$ cat src/rtl/core/pre_pkg.sv
// shared types and constants of the pinhole range estimator
`default_nettype none
package pre_pkg;

  // field and register widths
  localparam int RULER_W  = 16;
  localparam int FRAC_W   = 24;
  localparam int DIST_W   = 48;
  localparam int FOC_W    = 20;
  localparam int RES_W    = 32;
  localparam int OBJ_W    = 30;
  localparam int CFG_W    = 32;
  localparam int IDX_W    = 2;

  // derived datapath widths
  localparam int IMG_W    = 16 + FRAC_W;
  localparam int HALF_W   = IMG_W / 2;
  localparam int HI_W     = IMG_W - HALF_W;
  localparam int ROOT_W   = IMG_W + 1;
  localparam int SQ_W     = 2 * ROOT_W;
  localparam int SQ_REM_W = ROOT_W + 3;
  localparam int MM_W     = 10;
  localparam int DEN_W    = ROOT_W + MM_W;
  localparam int DREM_W   = DEN_W + 1;
  localparam int NUM_W    = ((OBJ_W + FRAC_W > DEN_W) ? OBJ_W + FRAC_W : DEN_W) + 1;
  localparam int NUM_LO_W = NUM_W / 2;
  localparam int NUM_HI_W = NUM_W - NUM_LO_W;
  localparam int PLO_W    = FOC_W + NUM_LO_W;
  localparam int PHI_W    = FOC_W + NUM_HI_W;
  localparam int PROD_W   = FOC_W + NUM_W;

  // pipeline depths
  localparam int EXT_STAGES = IMG_W;
  localparam int SQ_STAGES  = ROOT_W;
  localparam int DIV_STAGES = DIST_W;

  localparam logic [MM_W-1:0]   MM_TO_UM = MM_W'(1000);
  localparam logic [IMG_W-1:0]  IMG_MAX  = {IMG_W{1'b1}};
  localparam logic [DIST_W-1:0] DIST_MAX = {DIST_W{1'b1}};

  // register indexes
  localparam logic [IDX_W-1:0] REG_FOCAL = IDX_W'(0);
  localparam logic [IDX_W-1:0] REG_RES_X = IDX_W'(1);
  localparam logic [IDX_W-1:0] REG_RES_Y = IDX_W'(2);
  localparam logic [IDX_W-1:0] REG_OBJ   = IDX_W'(3);

  // per-item flags carried down the pipe
  typedef struct packed {
    logic ok;
    logic inf;
    logic ovf;
  } tag_t;

  // extent divider step state
  typedef struct packed {
    logic [RES_W-1:0] rem;
    logic [IMG_W-1:0] quo;
    logic             sat;
  } ext_t;

  // square root step state
  typedef struct packed {
    logic [SQ_W-1:0]     rad;
    logic [SQ_REM_W-1:0] rem;
    logic [ROOT_W-1:0]   root;
  } sq_t;

  // distance divider step state
  typedef struct packed {
    logic [DREM_W-1:0] rem;
    logic [DIST_W-1:0] low;
    logic [DIST_W-1:0] quo;
    logic [DEN_W-1:0]  den;
  } dv_t;

endpackage
`default_nettype wire

$ cat src/rtl/core/pre_div_cell.sv
// one quotient bit of the distance divider
`default_nettype none
module pre_div_cell (
  input  logic         clk,
  input  logic         en,
  input  pre_pkg::dv_t d,
  output pre_pkg::dv_t q
);
  import pre_pkg::*;

  logic [DREM_W-1:0] sh;
  logic [DREM_W-1:0] dd;
  dv_t               nxt;

  // shift in the next product bit, subtract the denominator if it fits
  always_comb begin
    sh      = {d.rem[DREM_W-2:0], d.low[DIST_W-1]};
    dd      = {1'b0, d.den};
    nxt     = d;
    nxt.low = {d.low[DIST_W-2:0], 1'b0};
    if (sh >= dd) begin
      nxt.rem = sh - dd;
      nxt.quo = {d.quo[DIST_W-2:0], 1'b1};
    end else begin
      nxt.rem = sh;
      nxt.quo = {d.quo[DIST_W-2:0], 1'b0};
    end
  end

  always_ff @(posedge clk) begin
    if (en) begin
      q <= nxt;
    end
  end

endmodule
`default_nettype wire

$ cat config.mk
export PLATFORM = sky130hd
export DESIGN_NAME = pre_div_cell
export DESIGN_NICKNAME = d
export VERILOG_FILES = /design/src/rtl/core/pre_pkg.sv /design/src/rtl/core/pre_div_cell.sv
export SDC_FILE = /design/constraint.sdc
export NUM_CORES = 1
export LEC_CHECK = 0
export BUFFER_PORTS_ARGS = -buffer_cell sky130_fd_sc_hd__buf_2
export CAP_MARGIN = 20
export CORE_MARGIN = 2
export CORE_UTILIZATION = 35
export DETAILED_ROUTE_END_ITERATION = 16
export HOLD_SLACK_MARGIN = 0.06
export SYNTH_ARGS = -nofsm -noshare
export SYNTH_HDL_FRONTEND = slang
export SYNTH_SLANG_ARGS = --single-unit
export TNS_END_PERCENT = 1
$ cat constraint.sdc
create_clock -name clk -period 7.7 [get_ports clk]
set_input_delay 1.54 -clock clk [delete_from_list [all_inputs] [get_ports clk]]
set_output_delay 1.54 -clock clk [all_outputs]
set_load 0.02 [all_outputs]
==> run summary <==
outcome: complete, no violations
area occupied by registers: 0.005946 mm^2
class of the most critical setup path: in -> reg
layout cells sized above 1: 37.35%
worst-case headroom to the max-slew limit: 28.48%
average footprint of a synthesized cell: 11.95 um^2
count of endpoints failing hold in the final timing report: 0
total via count in the routed design: 7,966
max_cap viols: 0
Setup Fix Bufs, Post-CTS: 0
Mapped Nets: 1,103
static leakage power: 5.658 nW
registers with the most flip-flops: q x198
vertical die dimension: 174.3 um
core area: 0.02863 mm^2
Synth Register Bits: 198
last weighted congestion value of the routability-driven placer: 0.8891
class of the most critical hold timing path: in -> reg
Final Setup Violations: 0
Slew @ Worst Pin: 1.073 ns
number of enable flip-flop cells after synthesis: 198
detailed-placement wirelength estimate: 23.90 mm
average detailed-routed wire length per instance: 18.57 um
Fin Setup TNS: 0 ns
Final min period: 4.389 ns
category of the worst setup path launch point: input pin
antenna violations before repair: 1
register bank with the most flops: q
worst voltage drop across the vdd grid: 0.1357 mV
Netlist cell types: 78
Antenna diodes: 0
clock tree from TritonCTS: done
netlist area before placement: 0.01016 mm^2
Starting Density: 35.48%
number of instances resized during post-cts repair: 0
detailed-routing iteration count for the pre-antenna-repair pass: 5
number of global-route vias before repair: 7,577
number of flip-flops in the largest register: 198
post-route total power: 2.946 mW
antenna violation net count after detailed routing: 0
Layout fillers: 2,754
GRT Residual Overflow: 0
unrepaired setup endpoints after global routing: no
required time worst endpoint: 7.88 ns
global-route wire length before repair: 44.33 mm
GRT Util Overall: 19.40%
Pwr per Cell Area: 227.4 mW/mm^2
routed vias/inst: 4.890
combined area of the multi-input logic cells: 0.003699 mm^2
highest fanout seen on the critical path: 89
clock root buffer: clkbuf_16
ys flop type: edfxtp_1
final net count: 1,486
FP Rows: 62
Area Overhead vs Synth: 27.55%
overall routed net length: 30.25 mm
full die area: 0.03040 mm^2
share of flip-flops with an asynchronous set or reset after synthesis: 0%
synthesized instance count: 850
remaining routing DRC violations: 0
CP Capture Type: flop
sequential-to-total area share from yosys stat: 58.54%
total clock sinks: 198
Critical Path AT: 4.56 ns
pin count of the biggest net entering global routing: 90
overall die width: 174.3 um
clock-pin slew on the worst setup and hold paths: 0.08 ns
buffer levels on the longest clock path: 2
max frequency: 227.9 MHz
final slew viol count: 0
total number of H-tree levels: 4
num ports: 400
quantity of hold-fixing buffers added after cts: 0
fin crit share: 57.00%
number of CTS-inserted buffers: 17
number of port buffers: 396
count of routing violations after the opening detailed-route iteration: 549
number of synthesis warnings: 0
-- placed cells by master (no fill, tap or decap), types with 7 or more instances in the layout --
cell,instances
clkbuf_16,17
a21oi_1,91
edfxtp_1,198
o21bai_1,14
nor3_1,10
xnor2_1,26
a21o_1,18
ha_1,51
o21ai_0,32
nor2_1,84
nand2_1,59
nand4_1,13
and3_1,7
inv_1,67
nand3_1,15
xor2_1,20
buf_2,395
-- worst max-delay path, cell delays in order --
cell	delay, ns
buf_2	0.11
ha_1	0.22
fa_1	0.40
nand2b_1	0.19
a21oi_1	0.21
o21a_1	0.26
o21ai_1	0.18
a211oi_2	0.29
nand4bb_4	0.19
nand2_4	0.13
inv_8	0.39
mux2_4	0.34
-- where the power goes --
part,internal (mW),switching [mW]
registers,1.32,0.0231
logic,0.261,0.474
clock network,0.427,0.440
-- cell type report --
class,count,area share (%)
tap,384,3.709
clock buffer,17,3.284
multi-input combinational,550,28.55
timing repair buffer,398,15.48
sequential,198,45.90
inverter,68,2.028
clock inverter,14,1.043
-- through the flow --
| stage | setup slack, ns | util, % | instances | cell area [um^2] | hold WS [ns] |
|---|---|---|---|---|---|
| 3_5_place_dp | 2.874 | 43.29 | 1598 | 12390 | 1.718 |
| 2_1_floorplan | 3.682 | - | 850 | 10160 | 1.639 |
| 3_3_place_gp | 2.896 | 43.29 | 1598 | 12390 | 1.717 |
| 5_1_grt | 3.196 | 45.25 | 1629 | 12950 | 1.251 |
| 4_1_cts | 3.327 | 45.25 | 1629 | 12950 | 1.256 |
| 6_report | 3.311 | 45.25 | 1629 | 12950 | 1.274 |
-- Yosys cell counts (7+ instances only) --
cell type  count  share of area (%)
nand3_1       15               0.74
edfxtp_1     198                 59
a21o_1        18                1.3
nor3_1        10               0.49
xnor2_1       26                2.2
nor2_1        84                3.1
a21oi_1       91                4.5
ha_1          51                6.3
buf_2         14               0.69
buf_6          9                1.0
nand4_1       13               0.80
o21ai_0       32                1.6
xor2_1        20                1.7
o21bai_1      14                1.0
and3_1         7               0.43
inv_1         67                2.5
nand2_1       59                2.2
-- metal layers --
metal / wire length (um) / vias to the layer above / global-route usage, %
met2: 15780 / 283 / 35.30
met4: 409 / 2 / 5.147
met1: 12050 / 3783 / 23.08
met5: 18 / - / 0
li1: - / 3876 / -
met3: 1988 / 22 / 4.199
-- cell families after synthesis --
kind of cell | Yosys count | synth area share [%]
AO/OA/AOI/OAI | 219 | 14.06
XOR/XNOR | 46 | 3.967
adder cells (fa/ha/maj) | 52 | 6.480
buffers and inverters | 102 | 5.039
flip-flops | 198 | 58.54
multiplexers | 9 | 1.207
other | 1 | 0.03692
AND/OR/NAND/NOR | 223 | 10.67
-- worst paths after layout --
kind / startpoint / to / slack [ns] / cells past startpoint
max: d[0] / q[195] / 3.31 / 12
min: d[73] / q[74] / 1.27 / 1
Power figures use the tool's default switching activity.
