==> src/rtl/core/pre_pkg.sv <==
// shared types and constants of the pinhole range estimator
`default_nettype none
package pre_pkg;

  // field and register widths
  localparam int RULER_W  = 16;
  localparam int FRAC_W   = 24;
  localparam int DIST_W   = 48;
  localparam int FOC_W    = 20;
  localparam int RES_W    = 32;
  localparam int OBJ_W    = 30;
  localparam int CFG_W    = 32;
  localparam int IDX_W    = 2;

  // derived datapath widths
  localparam int IMG_W    = 16 + FRAC_W;
  localparam int HALF_W   = IMG_W / 2;
  localparam int HI_W     = IMG_W - HALF_W;
  localparam int ROOT_W   = IMG_W + 1;
  localparam int SQ_W     = 2 * ROOT_W;
  localparam int SQ_REM_W = ROOT_W + 3;
  localparam int MM_W     = 10;
  localparam int DEN_W    = ROOT_W + MM_W;
  localparam int DREM_W   = DEN_W + 1;
  localparam int NUM_W    = ((OBJ_W + FRAC_W > DEN_W) ? OBJ_W + FRAC_W : DEN_W) + 1;
  localparam int NUM_LO_W = NUM_W / 2;
  localparam int NUM_HI_W = NUM_W - NUM_LO_W;
  localparam int PLO_W    = FOC_W + NUM_LO_W;
  localparam int PHI_W    = FOC_W + NUM_HI_W;
  localparam int PROD_W   = FOC_W + NUM_W;

  // pipeline depths
  localparam int EXT_STAGES = IMG_W;
  localparam int SQ_STAGES  = ROOT_W;
  localparam int DIV_STAGES = DIST_W;

  localparam logic [MM_W-1:0]   MM_TO_UM = MM_W'(1000);
  localparam logic [IMG_W-1:0]  IMG_MAX  = {IMG_W{1'b1}};
  localparam logic [DIST_W-1:0] DIST_MAX = {DIST_W{1'b1}};

  // register indexes
  localparam logic [IDX_W-1:0] REG_FOCAL = IDX_W'(0);
  localparam logic [IDX_W-1:0] REG_RES_X = IDX_W'(1);
  localparam logic [IDX_W-1:0] REG_RES_Y = IDX_W'(2);
  localparam logic [IDX_W-1:0] REG_OBJ   = IDX_W'(3);

  // per-item flags carried down the pipe
  typedef struct packed {
    logic ok;
    logic inf;
    logic ovf;
  } tag_t;

  // extent divider step state
  typedef struct packed {
    logic [RES_W-1:0] rem;
    logic [IMG_W-1:0] quo;
    logic             sat;
  } ext_t;

  // square root step state
  typedef struct packed {
    logic [SQ_W-1:0]     rad;
    logic [SQ_REM_W-1:0] rem;
    logic [ROOT_W-1:0]   root;
  } sq_t;

  // distance divider step state
  typedef struct packed {
    logic [DREM_W-1:0] rem;
    logic [DIST_W-1:0] low;
    logic [DIST_W-1:0] quo;
    logic [DEN_W-1:0]  den;
  } dv_t;

endpackage
`default_nettype wire

==> src/rtl/core/pre_sqrt_cell.sv <==
// one root bit of the digit-by-digit integer square root
`default_nettype none
module pre_sqrt_cell (
  input  logic         clk,
  input  logic         en,
  input  pre_pkg::sq_t d,
  output pre_pkg::sq_t q
);
  import pre_pkg::*;

  logic [SQ_REM_W-1:0] rsh;
  logic [SQ_REM_W-1:0] trial;
  sq_t                 nxt;

  // bring down two radicand bits, try root*4+1
  always_comb begin
    rsh     = {d.rem[SQ_REM_W-3:0], d.rad[SQ_W-1:SQ_W-2]};
    trial   = SQ_REM_W'({d.root, 2'b01});
    nxt     = d;
    nxt.rad = {d.rad[SQ_W-3:0], 2'b00};
    if (rsh >= trial) begin
      nxt.rem  = rsh - trial;
      nxt.root = {d.root[ROOT_W-2:0], 1'b1};
    end else begin
      nxt.rem  = rsh;
      nxt.root = {d.root[ROOT_W-2:0], 1'b0};
    end
  end

  always_ff @(posedge clk) begin
    if (en) begin
      q <= nxt;
    end
  end

endmodule
`default_nettype wire

==> config.mk <==
export PLATFORM = sky130hd
export DESIGN_NAME = pre_sqrt_cell
export DESIGN_NICKNAME = d
export VERILOG_FILES = /design/src/rtl/core/pre_pkg.sv /design/src/rtl/core/pre_sqrt_cell.sv
export SDC_FILE = /design/constraint.sdc
export NUM_CORES = 1
export LEC_CHECK = 0
export CAP_MARGIN = 10
export CORE_AREA = 2 2 131 133
export DETAILED_ROUTE_END_ITERATION = 6
export DIE_AREA = 0 0 133 135
export DONT_BUFFER_PORTS = 1
export PLACE_DENSITY = 0.66
export SLEW_MARGIN = 20
export SYNTH_ARGS = -nofsm -noshare
export SYNTH_HDL_FRONTEND = slang
export SYNTH_SLANG_ARGS = --single-unit
==> constraint.sdc <==
create_clock -name clk -period 2.5 [get_ports clk]
set_input_delay 0.125 -clock clk [delete_from_list [all_inputs] [get_ports clk]]
set_output_delay 0.125 -clock clk [all_outputs]
set_load 0.005 [all_outputs]
==> results of run 1 <==
-- cell type report --
class / instances / area (um2)
Clock buffer: 17 / 425
Clock inverter: 15 / 173
Fill cell: 1157 / 4900
Inverter: 58 / 218
Multi-Input combinational cell: 406 / 3050
Sequential cell: 165 / 4950
Tap cell: 220 / 275
Timing Repair Buffer: 264 / 2410
-- how the worst max path moves through the flow --
stage,slack [ns],end,startpoint
after floorplan,-0.002,q[43],d[13]
final,0.11,q[76],d[2]
after global routing,0.02,q[76],d[8]
after CTS,0.02,q[76],d[6]
after global placement,-0.51,q[76],d[6]
after detailed placement,-0.43,q[76],d[6]
-- logic make-up (layout without fill, tap and decap cells) --
logic type	Yosys count	count (layout)
DFF	165	165
other	1	2
AOI/OAI and AO/OA	157	157
adders and majority gates	43	43
muxes	36	36
xor gates and xnor gates	40	40
buffers and inverters	88	354
and+or+nand+nor	128	128
-- critical path: cells and delay by family --
| family | cells | cell delay (ns) |
|---|---|---|
| AO/OA/AOI/OAI | 6 | 0.87 |
| AND/OR/NAND/NOR | 1 | 0.41 |
| buffers and inverters | 3 | 0.35 |
| adder cells (fa/ha/maj) | 1 | 0.33 |
| multiplexers | 1 | 0.30 |
| XOR/XNOR | 1 | 0.17 |
-- what timing repair did --
action / in CTS / in global routing
setup endpoints to repair: 0 / 25
setup buffers: 0 / 1
endpoints found under the hold margin: 325 / 165
resized for setup: 0 / 4
-- layer usage --
layer | GRT usage, % | routed length [um] | vias to the layer above
li1 | - | - | 2946
met1 | 34.2 | 10200 | 3151
met2 | 48.1 | 12900 | 293
met3 | 7.77 | 1950 | 50
met4 | 12.5 | 812 | 2
met5 | 0 | 12 | -
-- cells in the final DEF, fill, tap and decap left out, drive strengths merged, types with 2 or more instances in the layout --
master and count:
xor2 12, o211a 2, edfxtp 165, conb 2
o21bai 5, nand2 40, a21boi 3, and2 3
nor4b 2, nand2b 6, clkinv 4, a21o 21
o2111ai 2, nor3b 2, inv 68, buf 104
or3 4, a31oi 5, and3 5, o211ai 5
nand3 12, nor2b 2, a221oi 2, ha 43
o22ai 3, clkbuf 17, o31ai 4, a2111oi 3
nor2 30, a21oi 49, a211o 2, a211oi 6
dlygate4sd3 160, nand4 12, o21ai 33, nor3 7
o21a 5, xnor2 28, mux2 35
-- Yosys cell counts (all sizes together) (9+ instances only) --
master  instances
nor2           30
nand2          40
clkbuf          9
a21o           21
o21ai          33
nand4          12
xnor2          28
edfxtp        165
xor2           12
buf            21
a21oi          49
mux2           35
ha             43
inv            58
nand3          12
-- where the power goes --
part	leakage, nW	internal, mW	switching, mW
combinational	2.76	0.764	0.686
sequential	1.61	3.41	0.203
clock	0.290	1.36	1.29
total	4.66	5.53	2.18
-- per-stage QoR --
step | util, % | total power [mW] | cells
floorplan | - | 4.35 | 659
global placement | 56.6 | 4.85 | 952
detailed placement | 56.6 | 4.87 | 952
CTS | 70.0 | 7.71 | 1144
global route | 70.1 | 7.98 | 1145
finish | 70.1 | 7.71 | 1145
==> summary.md, run 1 <==
| Metric | Value |
|---|---|
| Hold wc startpoint | en |
| CTS clk-pin slew, worst paths | 0.07 ns |
| Routed vias | roughly 6,400 |
| Top post-synthesis cells by area | edfxtp_1 59%, ha_1 6.4%, mux2_1 4.7%, xnor2_1 2.9%, a21oi_1 2.8% |
| Most frequent CP cell | buf_4 |
| ANT cells | 0 |
| CP max-delay cell | nor2_1 |
| Mux cell area share after synthesis | about 4.8% |
| Hold Fails Final Rpt | 60 |
| Max FFs per register | between 150 and 200 |
| Die H | between 100 and 150 um |
| Hold Path Depth | 0 |
| Final period util | 95.6% |
| Part of the Yosys area used for sequential elements | approximately three fifths |
| Initial Util | approximately 50% |
| Maximum buffer depth of the clock tree | 2 |
| Final setup viols | 0 |
| Final min period | 2.39 ns |
| Status | complete, but fails checks |
| NumNets Final | 1,124 |
| Yosys reg bits | 165 |
| Synth async-reset ratio | 0% |
| Mapped Cells | 658 |
| CTS tree | built |
| Routed WL | ~26,000 um |
| Share of layout cells above drive strength 1 | 17.7% |
| Worst Setup End Kind | flip-flop |
| Die ar. | 18,000 um2 |
| Max-slew violation count | 0 |
| Cell taking the most area after synthesis | edfxtp_1 |
| I/O Pins | roughly 340 |
| RSZ-0062 raised after global routing | false |
| CP arrival | between 2 and 3 ns |
| Cts bufs inserted | 17 |
| Leakage power total | between 4 and 5 nW |
| Adder-cell share of the synthesized area | 6.45% |
| Synth Area per Inst | approximately 13 um2 |
| Routability Congestion | around 0.9 |
| CP max stage delay | 0.41 ns |
| Pwr per Cell Area | around 670 nW/um2 |
| Post-synth EDFFs | between 150 and 200 |
| DPL Wire Length | about 18,000 um |
| Maximum fanout along the worst path | 4 |
| Compound-Gate Fraction of Synth Area | between 10% and 20% |
| Clk root buf | clkbuf_16 |
| Setup crit start kind | input port |
| Die Width | between 100 and 150 um |
| Worst Setup Slack, final | between 0.1 and 0.15 ns |
| DRT iter0 DRCs | around 400 |
| F_max | approximately 420 MHz |
| Via-to-Cell Ratio | 5.63 |
| Setup TNS | 0 ns |
| Remaining global-route overflow | 0 |
| Hold_buf cts | 160 |
| Crit path cell chain | inv_1 -> ha_1 -> buf_4 -> a21oi_1 -> o21ai_0 -> nor2_1 -> o211ai_1 -> buf_4 -> a21boi_2 -> o21a_1 -> o21ai_1 -> xor2_1 -> mux2_1 |
| Number of global-route vias before repair | around 6,400 |
| # DRC | 0 |
| Slew headroom | roughly two thirds |
| Post-Syn Area | around 8300 um2 |
| Buffers on Ports | 0 |
| H-tree depth | 4 |
| Failing checks | hold timing |
| CTS sink count | 165 |
| Initial antenna violation count | 1 |
| Top-area cell type share of the netlist area | between 50% and 60% |
| Xor-xnor portion of the synthesized cell area | 4.20% |
| Area Overhead vs Synth | 37.9% |
| DP Area | 9280 um2 |
| Hold_ws | -0.198 ns |
| Post-layout instance area | 11,500 um2 |
| Worst Max-Slew Pin Slew | roughly 0.47 ns |
| Most flop-heavy register | q |
| Largest family of logic cells by synthesized area | compound AO/OA/AOI/OAI gates |
| Avg WL per Cell | around 23 um |
| YS warnings | 0 |
| Main synth FF type | edfxtp_1 |
| # Max-Cap Violations | 0 |
| Post-synth cell types | between 60 and 70 |
| DRT Pass-1 Iters | 5 |
| Standard-cell rows | 47 |
| VDD IR max | approximately 0.49 mV |
| HP Class | input port to flip-flop |
| Simple-gate share of the synthesized area | approximately 7.7% |
| Critical path class | input port to flip-flop |
| Placeable Area | approximately 16,000 um2 |
| First-pass GRT wire length | ~38,000 um |
| Largest net degree at the start of global routing | between 150 and 200 |
| Biggest regs | q (165) |
| DRT antenna net count | 0 |
| Total GRT Usage | about 28% |
| Hold EP | q[55] |
| Placement Setup Slack | -0.427 ns |
| Worst EP required | approximately 2.7 ns |
(Power assumes the default switching activity.)
==> run 2: changes to the inputs <==
Settings changed: PLACE_DENSITY 0.66 to not set, PLACE_DENSITY_LB_ADDON set to 0.12.
==> summary.md, run 2 (same netlist as run 1, synthesis figures left out) <==
| Metric | Value |
|---|---|
| Via-to-Cell Ratio | 5.56 (-1.2%) |
| CTS clk-pin slew, worst paths | 0.08 ns (about the same) |
| Biggest regs | q (165) |
| Filler cell count in the final layout | 1,129 (-2.4%) |
| Final period util | 96.1% (+0.54 points) |
| Hold wc startpoint | en |
| Most flop-heavy register | q |
| Failing checks | hold timing |
| Routed WL | 26,000 um (+0.54%) |
| DPL Wire Length | 18,300 um (+0.71%) |
| Total GRT Usage | 28.4% (about the same) |
| First-pass GRT wire length | 37,900 um (+0.37%) |
| Hold Fails Final Rpt | 38 (-37%) |
| Buffers on Ports | 0 (unchanged) |
| Final setup viols | 0 (unchanged) |
| Hold_buf cts | 161 (+0.63%) |
| Hold_ws | -0.195 ns (+0.00271 ns) |
| CP max-delay cell | ha_1 |
| Max-slew violation count | 0 (unchanged) |
| # DRC | 0 (unchanged) |
| Die Width | 133 um (unchanged) |
| Sw Ratio | 28.1% (-0.19 points) |
| Critical path class | input port to flip-flop |
| CTS sink count | 165 (unchanged) |
| Clock power share | 35.3% (+0.9 points) |
| Leakage power total | 4.71 nW (+1.1%) |
| Largest net degree at the start of global routing | 166 (unchanged) |
| Critical Path End | q[47] |
| I/O Pins | 336 (unchanged) |
| ANT cells | 0 (unchanged) |
| CP arrival | 2.57 ns (about the same) |
| Final Util | 70.8% (+0.63 points) |
| Register share of total power | 46.0% (-0.8 points) |
| Combinational share of power | 18.7% (about the same) |
| FF+latch area | 4950 um2 (unchanged) |
| Initial Util | 50.8% (unchanged) |
| Most frequent CP cell | o211a_1 |
| CTS tree | built |
| Crit path cell chain | inv_1 -> ha_1 -> buf_4 -> nand4_1 -> nor3_2 -> o211a_1 -> o211a_1 -> o211ai_2 -> a21oi_4 -> buf_12 -> mux2_1 |
| Placeable Area | 16,400 um2 (unchanged) |
| VDD IR max | 0.496 mV (+1.5%) |
| DRT Pass-1 Iters | 5 (unchanged) |
| Status | complete, but fails checks |
| Commonest non-fill, non-tap cell in the layout | edfxtp_1 |
| Routed vias | 6,417 (-0.39%) |
| # Max-Cap Violations | 0 (unchanged) |
| Die ar. | 18,000 um2 (unchanged) |
| F_max | 416 MHz (-0.57%) |
| Initial antenna violation count | 0 (-1) |
| Cts bufs inserted | 17 (unchanged) |
| Maximum fanout along the worst path | 25 (+21) |
| Routability Congestion | 0.875 (-4.2%) |
| H-tree depth | 4 (unchanged) |
| HP Class | input port to flip-flop |
| Number of global-route vias before repair | 6,520 (+1.1%) |
| Worst EP required | 2.67 ns (-0.02 ns) |
| Remaining global-route overflow | 0 (unchanged) |
| Most frequent cells in the layout | 165 x edfxtp_1, 161 x dlygate4sd3_1, 110 x buf_4 |
| P_sw | 2.20 mW (+1.1%) |
| DRT antenna net count | 0 (unchanged) |
| Standard-cell rows | 47 (unchanged) |
| Setup crit start kind | input port |
| Internal power | 5.64 mW (+2.0%) |
| Final min period | 2.40 ns (+0.0136 ns) |
| NumNets Final | 1,133 (+0.80%) |
| Worst Setup End Kind | flip-flop |
| Die H | 135 um (unchanged) |
| Crit path from | d[15] |
| Maximum buffer depth of the clock tree | 2 (unchanged) |
| Area Overhead vs Synth | 39.2% |
| DRT iter0 DRCs | 374 (-5.3%) |
| Share of layout cells above drive strength 1 | 18.4% (+0.69 points) |
| Max FFs per register | 165 (unchanged) |
| Avg WL per Cell | 22.6 um (-0.25%) |
| Pwr per Cell Area | 676 nW/um2 (+0.85%) |
| Clk root buf | clkbuf_16 |
| CP max stage delay | 0.38 ns (-0.03 ns) |
| Area of the multi-input gates | 3050 um2 (about the same) |
run 2: cell count changes in the layout (fill, tap and decap cells not counted), moves of 2 or more:
cell,delta
a21oi_1,+2
inv_6,-3
clkinv_8,+3
a21oi_2,-2
buf_4,+8
run 2: routing by layer:
layer / vias up / global-route usage [%] / wire [um]
li1: 2959 / - / -
met1: 3085 / 34.2 / 10400
met2: 328 / 47.9 / 12700
met3: 45 / 8.37 / 2170
met4: 0 / 11.8 / 823
met5: - / 0 / 0
run 2: final cells by class:
type	count	area share, %
Sequential cell	165	42.7
Multi-Input combinational cell	406	26.3
Timing Repair Buffer	273	21.3
Clock buffer	17	3.66
Tap cell	220	2.37
Inverter	58	1.88
Clock inverter	15	1.79
run 2: critical path, delay by kind of cell:
family	cells	cell delay, ns
muxes	1	0.36
and+or+nand+nor	2	0.43
adders and majority gates	1	0.38
buffers and inverters	3	0.39
AOI/OAI and AO/OA	4	0.86
run 2: power groups by stage:
| stage | registers, mW | clock network (mW) | logic, mW |
|---|---|---|---|
| 2_1_floorplan | 3.57 | 0 | 0.783 |
| 5_1_grt | 3.62 | 2.91 | 1.59 |
| 4_1_cts | 3.61 | 2.79 | 1.45 |
| 3_5_place_dp | 3.66 | 0 | 1.22 |
| 6_report | 3.61 | 2.77 | 1.46 |
| 3_3_place_gp | 3.67 | 0 | 1.21 |
run 2: worst min path at each step:
stage               endpoint  slack [ns]  cells after the start
detailed placement    q[129]        0.22                      0
global placement      q[129]        0.22                      0
floorplan             q[100]        0.22                      0
CTS                    q[35]       -0.20                      0
global route           q[34]       -0.21                      0
finish                 q[76]       -0.20                      0
run 2: what timing repair did:
item / CTS / global route
endpoints found under the setup margin: 0 / 39
buffers inserted: 0 / 0
hold endpoints to repair: 326 / 165
gates resized for setup: 0 / 4
run 2: metrics by stage:
stage	TNS [ns]	instances	worst slack (ns)	power, mW	instance area [um2]
final	0	1154	0.0969	7.84	11600
after global routing	-0.157	1154	-0.0185	8.12	11600
after CTS	0	1154	0.0387	7.84	11600
after detailed placement	-15.53	961	-0.417	4.89	9350
after global placement	-13.43	961	-0.353	4.88	9350
after floorplan	-0.0610	659	-0.00203	4.35	8350
