==> config.mk <==
export PLATFORM = sky130hd
export DESIGN_NAME = pre_ext_cell
export DESIGN_NICKNAME = d
export VERILOG_FILES = /design/src/rtl/core/pre_pkg.sv /design/src/rtl/core/pre_ext_cell.sv
export SDC_FILE = /design/constraint.sdc
export NUM_CORES = 1
export LEC_CHECK = 0
export BUFFER_PORTS_ARGS = -buffer_cell sky130_fd_sc_hd__buf_2
export CORE_MARGIN = 10
export CORE_UTILIZATION = 35
export DETAILED_ROUTE_END_ITERATION = 6
export PLACE_DENSITY = 0.65
export SYNTH_ARGS = -nofsm -noshare
export SYNTH_HDL_FRONTEND = slang
export SYNTH_SLANG_ARGS = --single-unit
==> constraint.sdc <==
create_clock -name clk -period 4.4 [get_ports clk]
set_clock_uncertainty 0.15 [all_clocks]
set_input_delay 0.22 -clock clk [delete_from_list [all_inputs] [get_ports clk]]
set_output_delay 0.22 -clock clk [all_outputs]
set_load 0.03 [all_outputs]
==> src/rtl/core/pre_pkg.sv <==
// shared types and constants of the pinhole range estimator
`default_nettype none
package pre_pkg;

  // field and register widths
  localparam int RULER_W  = 16;
  localparam int FRAC_W   = 24;
  localparam int DIST_W   = 48;
  localparam int FOC_W    = 20;
  localparam int RES_W    = 32;
  localparam int OBJ_W    = 30;
  localparam int CFG_W    = 32;
  localparam int IDX_W    = 2;

  // derived datapath widths
  localparam int IMG_W    = 16 + FRAC_W;
  localparam int HALF_W   = IMG_W / 2;
  localparam int HI_W     = IMG_W - HALF_W;
  localparam int ROOT_W   = IMG_W + 1;
  localparam int SQ_W     = 2 * ROOT_W;
  localparam int SQ_REM_W = ROOT_W + 3;
  localparam int MM_W     = 10;
  localparam int DEN_W    = ROOT_W + MM_W;
  localparam int DREM_W   = DEN_W + 1;
  localparam int NUM_W    = ((OBJ_W + FRAC_W > DEN_W) ? OBJ_W + FRAC_W : DEN_W) + 1;
  localparam int NUM_LO_W = NUM_W / 2;
  localparam int NUM_HI_W = NUM_W - NUM_LO_W;
  localparam int PLO_W    = FOC_W + NUM_LO_W;
  localparam int PHI_W    = FOC_W + NUM_HI_W;
  localparam int PROD_W   = FOC_W + NUM_W;

  // pipeline depths
  localparam int EXT_STAGES = IMG_W;
  localparam int SQ_STAGES  = ROOT_W;
  localparam int DIV_STAGES = DIST_W;

  localparam logic [MM_W-1:0]   MM_TO_UM = MM_W'(1000);
  localparam logic [IMG_W-1:0]  IMG_MAX  = {IMG_W{1'b1}};
  localparam logic [DIST_W-1:0] DIST_MAX = {DIST_W{1'b1}};

  // register indexes
  localparam logic [IDX_W-1:0] REG_FOCAL = IDX_W'(0);
  localparam logic [IDX_W-1:0] REG_RES_X = IDX_W'(1);
  localparam logic [IDX_W-1:0] REG_RES_Y = IDX_W'(2);
  localparam logic [IDX_W-1:0] REG_OBJ   = IDX_W'(3);

  // per-item flags carried down the pipe
  typedef struct packed {
    logic ok;
    logic inf;
    logic ovf;
  } tag_t;

  // extent divider step state
  typedef struct packed {
    logic [RES_W-1:0] rem;
    logic [IMG_W-1:0] quo;
    logic             sat;
  } ext_t;

  // square root step state
  typedef struct packed {
    logic [SQ_W-1:0]     rad;
    logic [SQ_REM_W-1:0] rem;
    logic [ROOT_W-1:0]   root;
  } sq_t;

  // distance divider step state
  typedef struct packed {
    logic [DREM_W-1:0] rem;
    logic [DIST_W-1:0] low;
    logic [DIST_W-1:0] quo;
    logic [DEN_W-1:0]  den;
  } dv_t;

endpackage
`default_nettype wire

==> src/rtl/core/pre_ext_cell.sv <==
// one quotient bit of the pixel-to-millimetre extent divider
`default_nettype none
module pre_ext_cell (
  input  logic                      clk,
  input  logic                      en,
  input  logic [pre_pkg::RES_W-1:0] res,
  input  pre_pkg::ext_t             d,
  output pre_pkg::ext_t             q
);
  import pre_pkg::*;

  logic [RES_W:0] sh;
  logic [RES_W:0] diff;
  ext_t           nxt;

  // shift in a zero numerator bit, subtract if it fits
  always_comb begin
    sh   = {d.rem, 1'b0};
    diff = sh - {1'b0, res};
    nxt  = d;
    if (sh >= {1'b0, res}) begin
      nxt.rem = diff[RES_W-1:0];
      nxt.quo = {d.quo[IMG_W-2:0], 1'b1};
    end else begin
      nxt.rem = sh[RES_W-1:0];
      nxt.quo = {d.quo[IMG_W-2:0], 1'b0};
    end
  end

  always_ff @(posedge clk) begin
    if (en) begin
      q <= nxt;
    end
  end

endmodule
`default_nettype wire

==> out/summary.txt, run 1 <==
Worst endpoint required time -> 4.34 ns
Startpoint kind of the worst setup timing path -> input port
Worst hold slack after final layout -> 0.0525 ns
Max_slew headroom -> 36.4%
Primary FF master, synth -> sky130_fd_sc_hd__edfxtp_1
HP Start -> d[66]
Vertical die dimension -> 135 um
Max VDD drop -> 0.195 mV
Share of synthesized area occupied by flip-flops and latches -> 47.6%
Sequential Area -> 2190 um2
Placement row count -> 41
Global-route wire length before repair -> 22,300 um
Critical path data arrival time -> 3.07 ns
Worst-path clk slew -> 0.06 ns
Int Power -> 1720 uW
Slew at the pin closest to its max-slew limit -> 0.954 ns
Count of different cell masters after synthesis -> 56
Routability congestion estimate from global placement -> 0.876
Flip-flop count of the largest register, all copies and words added -> 73
Via count of the routed design -> 3,912
Largest buffer count on any clock path -> 2
Number of buffers inserted during clock tree synthesis -> 9
Post-placement worst setup slack -> 0.939 ns
Area taken by multi-input logic gates -> 2180 um2
Overflow left after global routing -> 0
Post-CTS Hold Fix Bufs -> 40
Area growth syn-to-layout -> 38.1%
Post-synth EDFFs -> 73
Run status -> finished clean
Part of the total power dissipated in combinational logic -> 29.8%
Proportion of power drawn by the clock network -> 33.9%
Total wirelength of the detailed-routed design -> 14,100 um
Category of the most critical setup path -> in2reg
Instance count along the most critical hold path -> 2
Post-CTS resize count -> 0
Core Region -> 12,800 um2
Ys Warns -> 0
Type of element capturing the critical path -> flip-flop
Setup repair after global routing missed its margin -> false
Total number of H-tree levels -> 3
Maximum clock frequency -> 319 MHz
Detailed router's first-iteration violation count -> 168
Initial standard-cell utilization of the core -> 36.1%
Mapped cell area -> 4610 um2
Antenna fix cells -> 0
Final period util -> 71.2%
Sum Neg Setup Slack -> 0 ns
Setup violators final -> 0
Avg Synthesized Cell Area -> 11.7 um2
Post-synthesis register bit count -> 73
Pre-antenna DRT Iters -> 4
Clk sinks -> 73
P_leak -> 0.00292 uW
Antenna-violating nets left -> 0
Antenna violations before repair -> 1
Synth Instances -> 393
Post-layout minimum cycle time -> 3.13 ns
Worst min path class -> in2reg
Die footprint -> 18,200 um2
Nets in the synthesized netlist -> 533
Origin of the worst setup path -> res[10]
Largest net degree at the start of global routing -> 74
Number of fill cells in the layout -> 1,153
I/O Buffers -> 178
DR WL/cell -> 18.0 um
Endpoint, Worst Hold -> q[67]$_DFFE_PP_
Residual DRC -> 0
Number of global-route vias before repair -> 4,096
Clock root buffer -> sky130_fd_sc_hd__clkbuf_16
Total routing resource utilization after global routing -> 15.4%
Power dissipated by switching net loads -> 732 uW
Number of nets in the finished design -> 750
Async set-or-reset flop fraction in the synthesized netlist -> 0%
Register containing the most flip-flops in the final layout -> q
Final Hold Fails -> 0
Placed wire-length estimate -> 10,800 um
Total power per unit cell area -> 385 nW/um2
Maximum fanout along the worst path -> 6
Registers with the highest flip-flop counts -> q x73
Smallest setup slack after layout -> 1.27 ns
Fraction of layout cells with a size suffix above 1 -> 37.6%
Top-level port count -> 180
Share of total power consumed by net switching -> 29.8%
Count of maximum capacitance violations -> 0
Clock tree from TritonCTS -> built
DIE WIDTH -> 135 um
Total setup buffers inserted after CTS -> 0
Number of pins exceeding their max-slew limit in the final report -> 0
Flop pwr share -> 36.2%
Post-DR vias/cell -> 4.97
cells by family (layout without fill, tap and decap cells):
logic type                 after synthesis  after routing  share of synthesized area (%)
buffers and inverters                   49            271                           5.21
xor gates and xnor gates                25             25                           4.75
AOI/OAI and AO/OA                      102            102                           15.3
muxes                                   29             29                           8.58
DFF                                     73             73                           47.6
adders and majority gates               33             33                           9.12
and+or+nand+nor                         82             82                           9.53
worst max path at each step:
stage                 endpoint  cells after the start
6_report       q[64]$_DFFE_PP_                     11
4_1_cts        q[64]$_DFFE_PP_                     11
3_3_place_gp   q[64]$_DFFE_PP_                     11
3_5_place_dp   q[64]$_DFFE_PP_                     11
2_1_floorplan  q[51]$_DFFE_PP_                     13
5_1_grt        q[72]$_DFFE_PP_                     11
Yosys cell counts (7+ instances only):
| master | n | area, um2 |
|---|---|---|
| sky130_fd_sc_hd__edfxtp_1 | 73 | 2190 |
| sky130_fd_sc_hd__inv_1 | 35 | 131 |
| sky130_fd_sc_hd__ha_1 | 32 | 400 |
| sky130_fd_sc_hd__a21oi_1 | 23 | 115 |
| sky130_fd_sc_hd__mux2_4 | 19 | 285 |
| sky130_fd_sc_hd__nor2_1 | 18 | 67.6 |
| sky130_fd_sc_hd__o21ai_0 | 18 | 90.1 |
| sky130_fd_sc_hd__a21o_1 | 15 | 113 |
| sky130_fd_sc_hd__nand2_1 | 15 | 56.3 |
| sky130_fd_sc_hd__xnor2_1 | 14 | 123 |
| sky130_fd_sc_hd__nand4_1 | 12 | 75.1 |
| sky130_fd_sc_hd__xor2_1 | 11 | 96.3 |
| sky130_fd_sc_hd__clkbuf_1 | 9 | 33.8 |
| sky130_fd_sc_hd__mux2_2 | 8 | 90.1 |
| sky130_fd_sc_hd__o21a_1 | 7 | 52.6 |
power groups by stage:
stage / combinational (uW) / clock (uW) / sequential [uW]
6_report: 732 / 832 / 889
5_1_grt: 797 / 882 / 897
3_5_place_dp: 703 / 0 / 904
2_1_floorplan: 333 / 0 / 1070
3_3_place_gp: 698 / 0 / 902
4_1_cts: 737 / 858 / 890
layer usage:
layer	vias up	track usage [%]	wire length (um)
li1	1912	-	-
met1	1824	18.4	6100
met2	164	25.3	6590
met3	10	6.08	1300
met4	2	3.75	119
met5	-	0	14
cells in the final DEF, fill, tap and decap left out, types with 3 or more instances in the layout:
cell / n
sky130_fd_sc_hd__and3_1: 3
sky130_fd_sc_hd__nor2b_1: 4
sky130_fd_sc_hd__or3_1: 3
sky130_fd_sc_hd__o211ai_1: 4
sky130_fd_sc_hd__ha_1: 32
sky130_fd_sc_hd__o31ai_1: 6
sky130_fd_sc_hd__mux2_2: 8
sky130_fd_sc_hd__a211oi_1: 3
sky130_fd_sc_hd__bufinv_16: 3
sky130_fd_sc_hd__a21oi_1: 23
sky130_fd_sc_hd__xnor2_1: 14
sky130_fd_sc_hd__nand4_1: 12
sky130_fd_sc_hd__nand3_1: 6
sky130_fd_sc_hd__o21a_1: 7
sky130_fd_sc_hd__nand2b_1: 3
sky130_fd_sc_hd__buf_2: 177
sky130_fd_sc_hd__a21o_1: 15
sky130_fd_sc_hd__xor2_1: 11
sky130_fd_sc_hd__clkbuf_16: 9
sky130_fd_sc_hd__mux2_4: 19
sky130_fd_sc_hd__nor3_1: 4
sky130_fd_sc_hd__a31oi_1: 4
sky130_fd_sc_hd__a21boi_0: 4
sky130_fd_sc_hd__nand2_1: 15
sky130_fd_sc_hd__dlygate4sd3_1: 40
sky130_fd_sc_hd__and2_1: 4
sky130_fd_sc_hd__o21ai_0: 18
sky130_fd_sc_hd__nor2_1: 18
sky130_fd_sc_hd__edfxtp_1: 73
sky130_fd_sc_hd__inv_1: 35
worst max-delay path, stage by stage:
cell                       delay (ns)
sky130_fd_sc_hd__buf_2           0.08
sky130_fd_sc_hd__inv_1           0.03
sky130_fd_sc_hd__ha_1            0.38
sky130_fd_sc_hd__a211oi_2        0.35
sky130_fd_sc_hd__nor2_1          0.12
sky130_fd_sc_hd__or4b_4          0.51
sky130_fd_sc_hd__o21a_1          0.24
sky130_fd_sc_hd__a221oi_2        0.33
sky130_fd_sc_hd__o21ai_0         0.30
sky130_fd_sc_hd__xor2_1          0.22
sky130_fd_sc_hd__mux2_4          0.28
layout make-up:
class | count | area share (%)
clock buffer | 11 | 3.66
inverter | 36 | 2.24
sequential | 73 | 34.4
timing repair buffer | 219 | 20.4
multi-input combinational | 271 | 34.2
clock inverter | 5 | 1.63
tap | 172 | 3.38
per-stage QoR:
| step | cell area [um2] | cells | utilization, % | power, uW |
|---|---|---|---|---|
| finish | 6360 | 787 | 49.8 | 2450 |
| global route | 6360 | 787 | 49.8 | 2580 |
| CTS | 6360 | 787 | 49.8 | 2490 |
| detailed placement | 5630 | 731 | 44.1 | 1610 |
| global placement | 5630 | 731 | 44.1 | 1600 |
| floorplan | 4610 | 393 | - | 1400 |
Note: power is estimated with default switching activity, not from simulation.
==> run 2: changes to the inputs <==
--- a/config.mk
+++ b/config.mk
@@ -5,6 +5,7 @@
 export SDC_FILE = /design/constraint.sdc
 export NUM_CORES = 1
 export LEC_CHECK = 0
+export ABC_AREA = 1
 export BUFFER_PORTS_ARGS = -buffer_cell sky130_fd_sc_hd__buf_2
 export CORE_MARGIN = 10
 export CORE_UTILIZATION = 35
==> constraint.sdc (replaced) <==
create_clock -name clk -period 2.57 [get_ports clk]
set_clock_uncertainty 0.15 [all_clocks]
set_input_delay 0.1285 -clock clk [delete_from_list [all_inputs] [get_ports clk]]
set_output_delay 0.1285 -clock clk [all_outputs]
set_load 0.03 [all_outputs]
==> out/summary.txt, run 2 <==
Final period util -> 94.7%
Global-route wire length before repair -> 27,100 um (was 22,300 um)
Post-DR vias/cell -> 4.46 (was 4.97)
Fraction of layout cells with a size suffix above 1 -> 25.6% (was 37.6%)
Detailed router's first-iteration violation count -> 222 (was 168)
Type of element capturing the critical path -> flip-flop (unchanged)
Run status -> finished clean (unchanged)
Total non-filler cell area in the finished layout -> 7670 um2 (was 6360 um2)
Number of nets in the finished design -> 1,128 (was 750)
Async set-or-reset flop fraction in the synthesized netlist -> 0% (unchanged)
Overflow left after global routing -> 0 (unchanged)
Register containing the most flip-flops in the final layout -> q (unchanged)
Category of the most critical setup path -> in2reg (unchanged)
Post-synthesis register bit count -> 73 (unchanged)
Post-placement worst setup slack -> 0.221 ns (was 0.939 ns)
Top-area cell type share of the netlist area -> 40.9% (was 47.6%)
Die footprint -> 20,700 um2 (was 18,200 um2)
Total power per unit cell area -> 544 nW/um2 (was 385 nW/um2)
Nets in the synthesized netlist -> 865 (was 533)
Area growth syn-to-layout -> 43.2% (was 38.1%)
Smallest setup slack after layout -> 0.136 ns (was 1.27 ns)
Part of the total power dissipated in combinational logic -> 33.0% (was 29.8%)
Flip-flop count of the largest register, all copies and words added -> 73 (unchanged)
Worst endpoint required time -> 2.52 ns (was 4.34 ns)
Top-level port count -> 180 (unchanged)
Instance count along the most critical hold path -> 3 (was 2)
Maximum clock frequency -> 411 MHz
Routability congestion estimate from global placement -> 0.882 (was 0.876)
Critical path data arrival time -> 2.38 ns (was 3.07 ns)
Count of maximum capacitance violations -> 0 (unchanged)
I/O Buffers -> 178 (unchanged)
Largest net degree at the start of global routing -> 74 (unchanged)
Clk sinks -> 73 (unchanged)
P_leak -> 0.00410 uW (was 0.00292 uW)
Number of fill cells in the layout -> 1,509 (was 1,153)
Worst min path class -> in2reg (unchanged)
Registers with the highest flip-flop counts -> q x73 (unchanged)
Worst-path clk slew -> 0.07 ns (was 0.06 ns)
Number of non-filler instances in the completed layout -> 1,181 (was 787)
Core Region -> 15,100 um2 (was 12,800 um2)
Setup violators final -> 0 (unchanged)
Endpoint, Worst Hold -> q[42]$_DFFE_PP_ (was q[67]$_DFFE_PP_)
Number of pins exceeding their max-slew limit in the final report -> 0 (unchanged)
Area taken by multi-input logic gates -> 2640 um2 (was 2180 um2)
Int Power -> 2730 uW (was 1720 uW)
Primary FF master, synth -> sky130_fd_sc_hd__edfxtp_1 (unchanged)
HP Start -> d[41] (was d[66])
Synth Instances -> 725 (was 393)
Leading cell type in the layout, fill and taps excluded -> sky130_fd_sc_hd__nand2_1 (was sky130_fd_sc_hd__buf_2)
Flop pwr share -> 36.1% (was 36.2%)
Share of synthesized area occupied by flip-flops and latches -> 40.9% (was 47.6%)
Core utilization of the finished layout -> 50.9% (was 49.8%)
Sequential Area -> 2190 um2 (unchanged)
Maximum fanout along the worst path -> 7 (was 6)
Avg Synthesized Cell Area -> 7.39 um2 (was 11.7 um2)
Placed cell count -> 1,090 (was 731)
Largest area contributor in the netlist -> sky130_fd_sc_hd__edfxtp_1 (unchanged)
Vertical die dimension -> 144 um (was 135 um)
Max VDD drop -> 0.323 mV (was 0.195 mV)
Cells taking the most area after synthesis -> sky130_fd_sc_hd__edfxtp_1, sky130_fd_sc_hd__nand2_1, sky130_fd_sc_hd__inv_1, sky130_fd_sc_hd__ha_1, sky130_fd_sc_hd__nand3_1 (was sky130_fd_sc_hd__edfxtp_1, sky130_fd_sc_hd__ha_1, sky130_fd_sc_hd__mux2_4, sky130_fd_sc_hd__inv_1, sky130_fd_sc_hd__xnor2_1)
Total number of H-tree levels -> 3 (unchanged)
Final Hold Fails -> 0 (unchanged)
Share of total power consumed by net switching -> 34.6% (was 29.8%)
Initial standard-cell utilization of the core -> 35.5% (was 36.1%)
Max_slew headroom -> 73.2% (was 36.4%)
Total wirelength of the detailed-routed design -> 17,600 um (was 14,100 um)
Largest buffer count on any clock path -> 2 (unchanged)
Proportion of power drawn by the clock network -> 30.9% (was 33.9%)
Antenna-violating nets left -> 0 (unchanged)
DIE WIDTH -> 144 um (was 135 um)
Highest-count cells in the layout ignoring fill and taps -> sky130_fd_sc_hd__nand2_1, sky130_fd_sc_hd__buf_2, sky130_fd_sc_hd__inv_1 (was sky130_fd_sc_hd__buf_2, sky130_fd_sc_hd__edfxtp_1, sky130_fd_sc_hd__dlygate4sd3_1)
Number of global-route vias before repair -> 5,326 (was 4,096)
Mapped cell area -> 5360 um2 (was 4610 um2)
Power dissipated by switching net loads -> 1440 uW (was 732 uW)
Sum Neg Setup Slack -> 0 ns (unchanged)
Leading post-synthesis cells by instance count -> sky130_fd_sc_hd__nand2_1, sky130_fd_sc_hd__inv_1, sky130_fd_sc_hd__edfxtp_1 (was sky130_fd_sc_hd__edfxtp_1, sky130_fd_sc_hd__inv_1, sky130_fd_sc_hd__ha_1)
Post-synth EDFFs -> 73 (unchanged)
Placement row count -> 45 (was 41)
Slew at the pin closest to its max-slew limit -> 0.402 ns (was 0.954 ns)
Number of buffers inserted during clock tree synthesis -> 9 (unchanged)
Post-layout minimum cycle time -> 2.43 ns
Instance area at placement -> 6500 um2 (was 5630 um2)
Ys Warns -> 0 (unchanged)
Placed wire-length estimate -> 13,500 um (was 10,800 um)
Antenna fix cells -> 0 (unchanged)
DR WL/cell -> 14.9 um (was 18.0 um)
Clock tree from TritonCTS -> built (unchanged)
Startpoint kind of the worst setup timing path -> input port (unchanged)
Most numerous cell in the Yosys netlist -> sky130_fd_sc_hd__nand2_1 (was sky130_fd_sc_hd__edfxtp_1)
Antenna violations before repair -> 0 (was 1)
Via count of the routed design -> 5,271 (was 3,912)
Pre-antenna DRT Iters -> 4 (unchanged)
Count of different cell masters after synthesis -> 24 (was 56)
Residual DRC -> 0 (unchanged)
Clock root buffer -> sky130_fd_sc_hd__clkbuf_16 (unchanged)
Total routing resource utilization after global routing -> 16.5% (was 15.4%)
-- run 2: changes by cell type in the layout (fill, tap and decap cells not counted), sizes merged, moves of 12 or more --
| cell | change |
|---|---|
| o21ai | -19 |
| xnor2 | -13 |
| a21o | -13 |
| nand3 | +62 |
| nor2 | +21 |
| mux2 | -27 |
| dlygate4sd3 | +30 |
| nand2 | +268 |
| buf | +12 |
| inv | +117 |
-- run 2: metal layers --
layer / vias up / GRT usage, % / part of all wire, %
li1: 2792 / - / -
met1: 2322 / 19.6 / 45
met2: 146 / 28.5 / 47
met3: 11 / 4.75 / 7.6
met4: 0 / 4.30 / 1.1
met5: - / 0 / 0
-- run 2: what timing repair did --
item | CTS | global route
endpoints found under the hold margin | 70 | 0
resized for setup | 0 | 29
hold buffers | 70 | 0
endpoints found under the setup margin | 0 | 33
setup buffers | 0 | 4
-- run 2: area by class of cell --
type	instances	share of cell area [%]
inverter	151	7.39
timing repair buffer	261	22.6
tap	188	3.07
multi-input combinational	492	34.4
clock buffer	9	2.93
clock inverter	7	1.01
sequential	73	28.6
-- run 2: how the worst max path moves through the flow --
stage,slack (ns),cells after the start,endpoint,from
after floorplan,0.70,13,q[66]$_DFFE_PP_,res[28]
after global placement,0.25,16,q[72]$_DFFE_PP_,res[6]
after detailed placement,0.22,13,q[69]$_DFFE_PP_,d[46]
after CTS,0.01,14,q[69]$_DFFE_PP_,d[46]
after global routing,-0.04,13,q[53]$_DFFE_PP_,d[53]
final,0.14,16,q[64]$_DFFE_PP_,d[43]
-- run 2: cell families (layout without fill, tap and decap cells) --
logic type | after synthesis | count (layout) | share of synthesized area [%]
AO/OA/AOI/OAI | 25 | 25 | 2.43
XOR/XNOR | 14 | 14 | 2.29
adder cells (fa/ha/maj) | 33 | 33 | 7.85
buffers and inverters | 161 | 428 | 12.0
flip-flops | 73 | 73 | 40.9
AND/OR/NAND/NOR | 419 | 420 | 34.5
-- run 2: power by group through the flow --
stage	clock network (uW)	logic (uW)	registers, uW
finish	1290	1380	1510
global route	1360	1530	1520
CTS	1320	1340	1500
detailed placement	0	1250	1530
global placement	0	1240	1520
floorplan	0	572	1810
-- run 2: worst max-delay path, stage by stage --
cell	delay, ns
sky130_fd_sc_hd__dlygate4sd3_1	0.54
sky130_fd_sc_hd__buf_2	0.13
sky130_fd_sc_hd__ha_1	0.36
sky130_fd_sc_hd__nand2_2	0.15
sky130_fd_sc_hd__inv_1	0.05
sky130_fd_sc_hd__nand2_1	0.07
sky130_fd_sc_hd__nand2_1	0.05
sky130_fd_sc_hd__nand2_1	0.09
sky130_fd_sc_hd__nand3_4	0.11
sky130_fd_sc_hd__nand2_2	0.11
sky130_fd_sc_hd__nand2_4	0.07
sky130_fd_sc_hd__nand2_4	0.10
sky130_fd_sc_hd__nand2_4	0.12
sky130_fd_sc_hd__buf_4	0.17
sky130_fd_sc_hd__nand3_2	0.07
sky130_fd_sc_hd__nand2_1	0.07
-- run 2: stage by stage --
stage	hold slack (ns)	total power, uW
after detailed placement	0.157	2780
after floorplan	0.0774	2380
after global routing	0.119	4410
final	0.0556	4170
after global placement	0.155	2770
after CTS	0.0496	4160
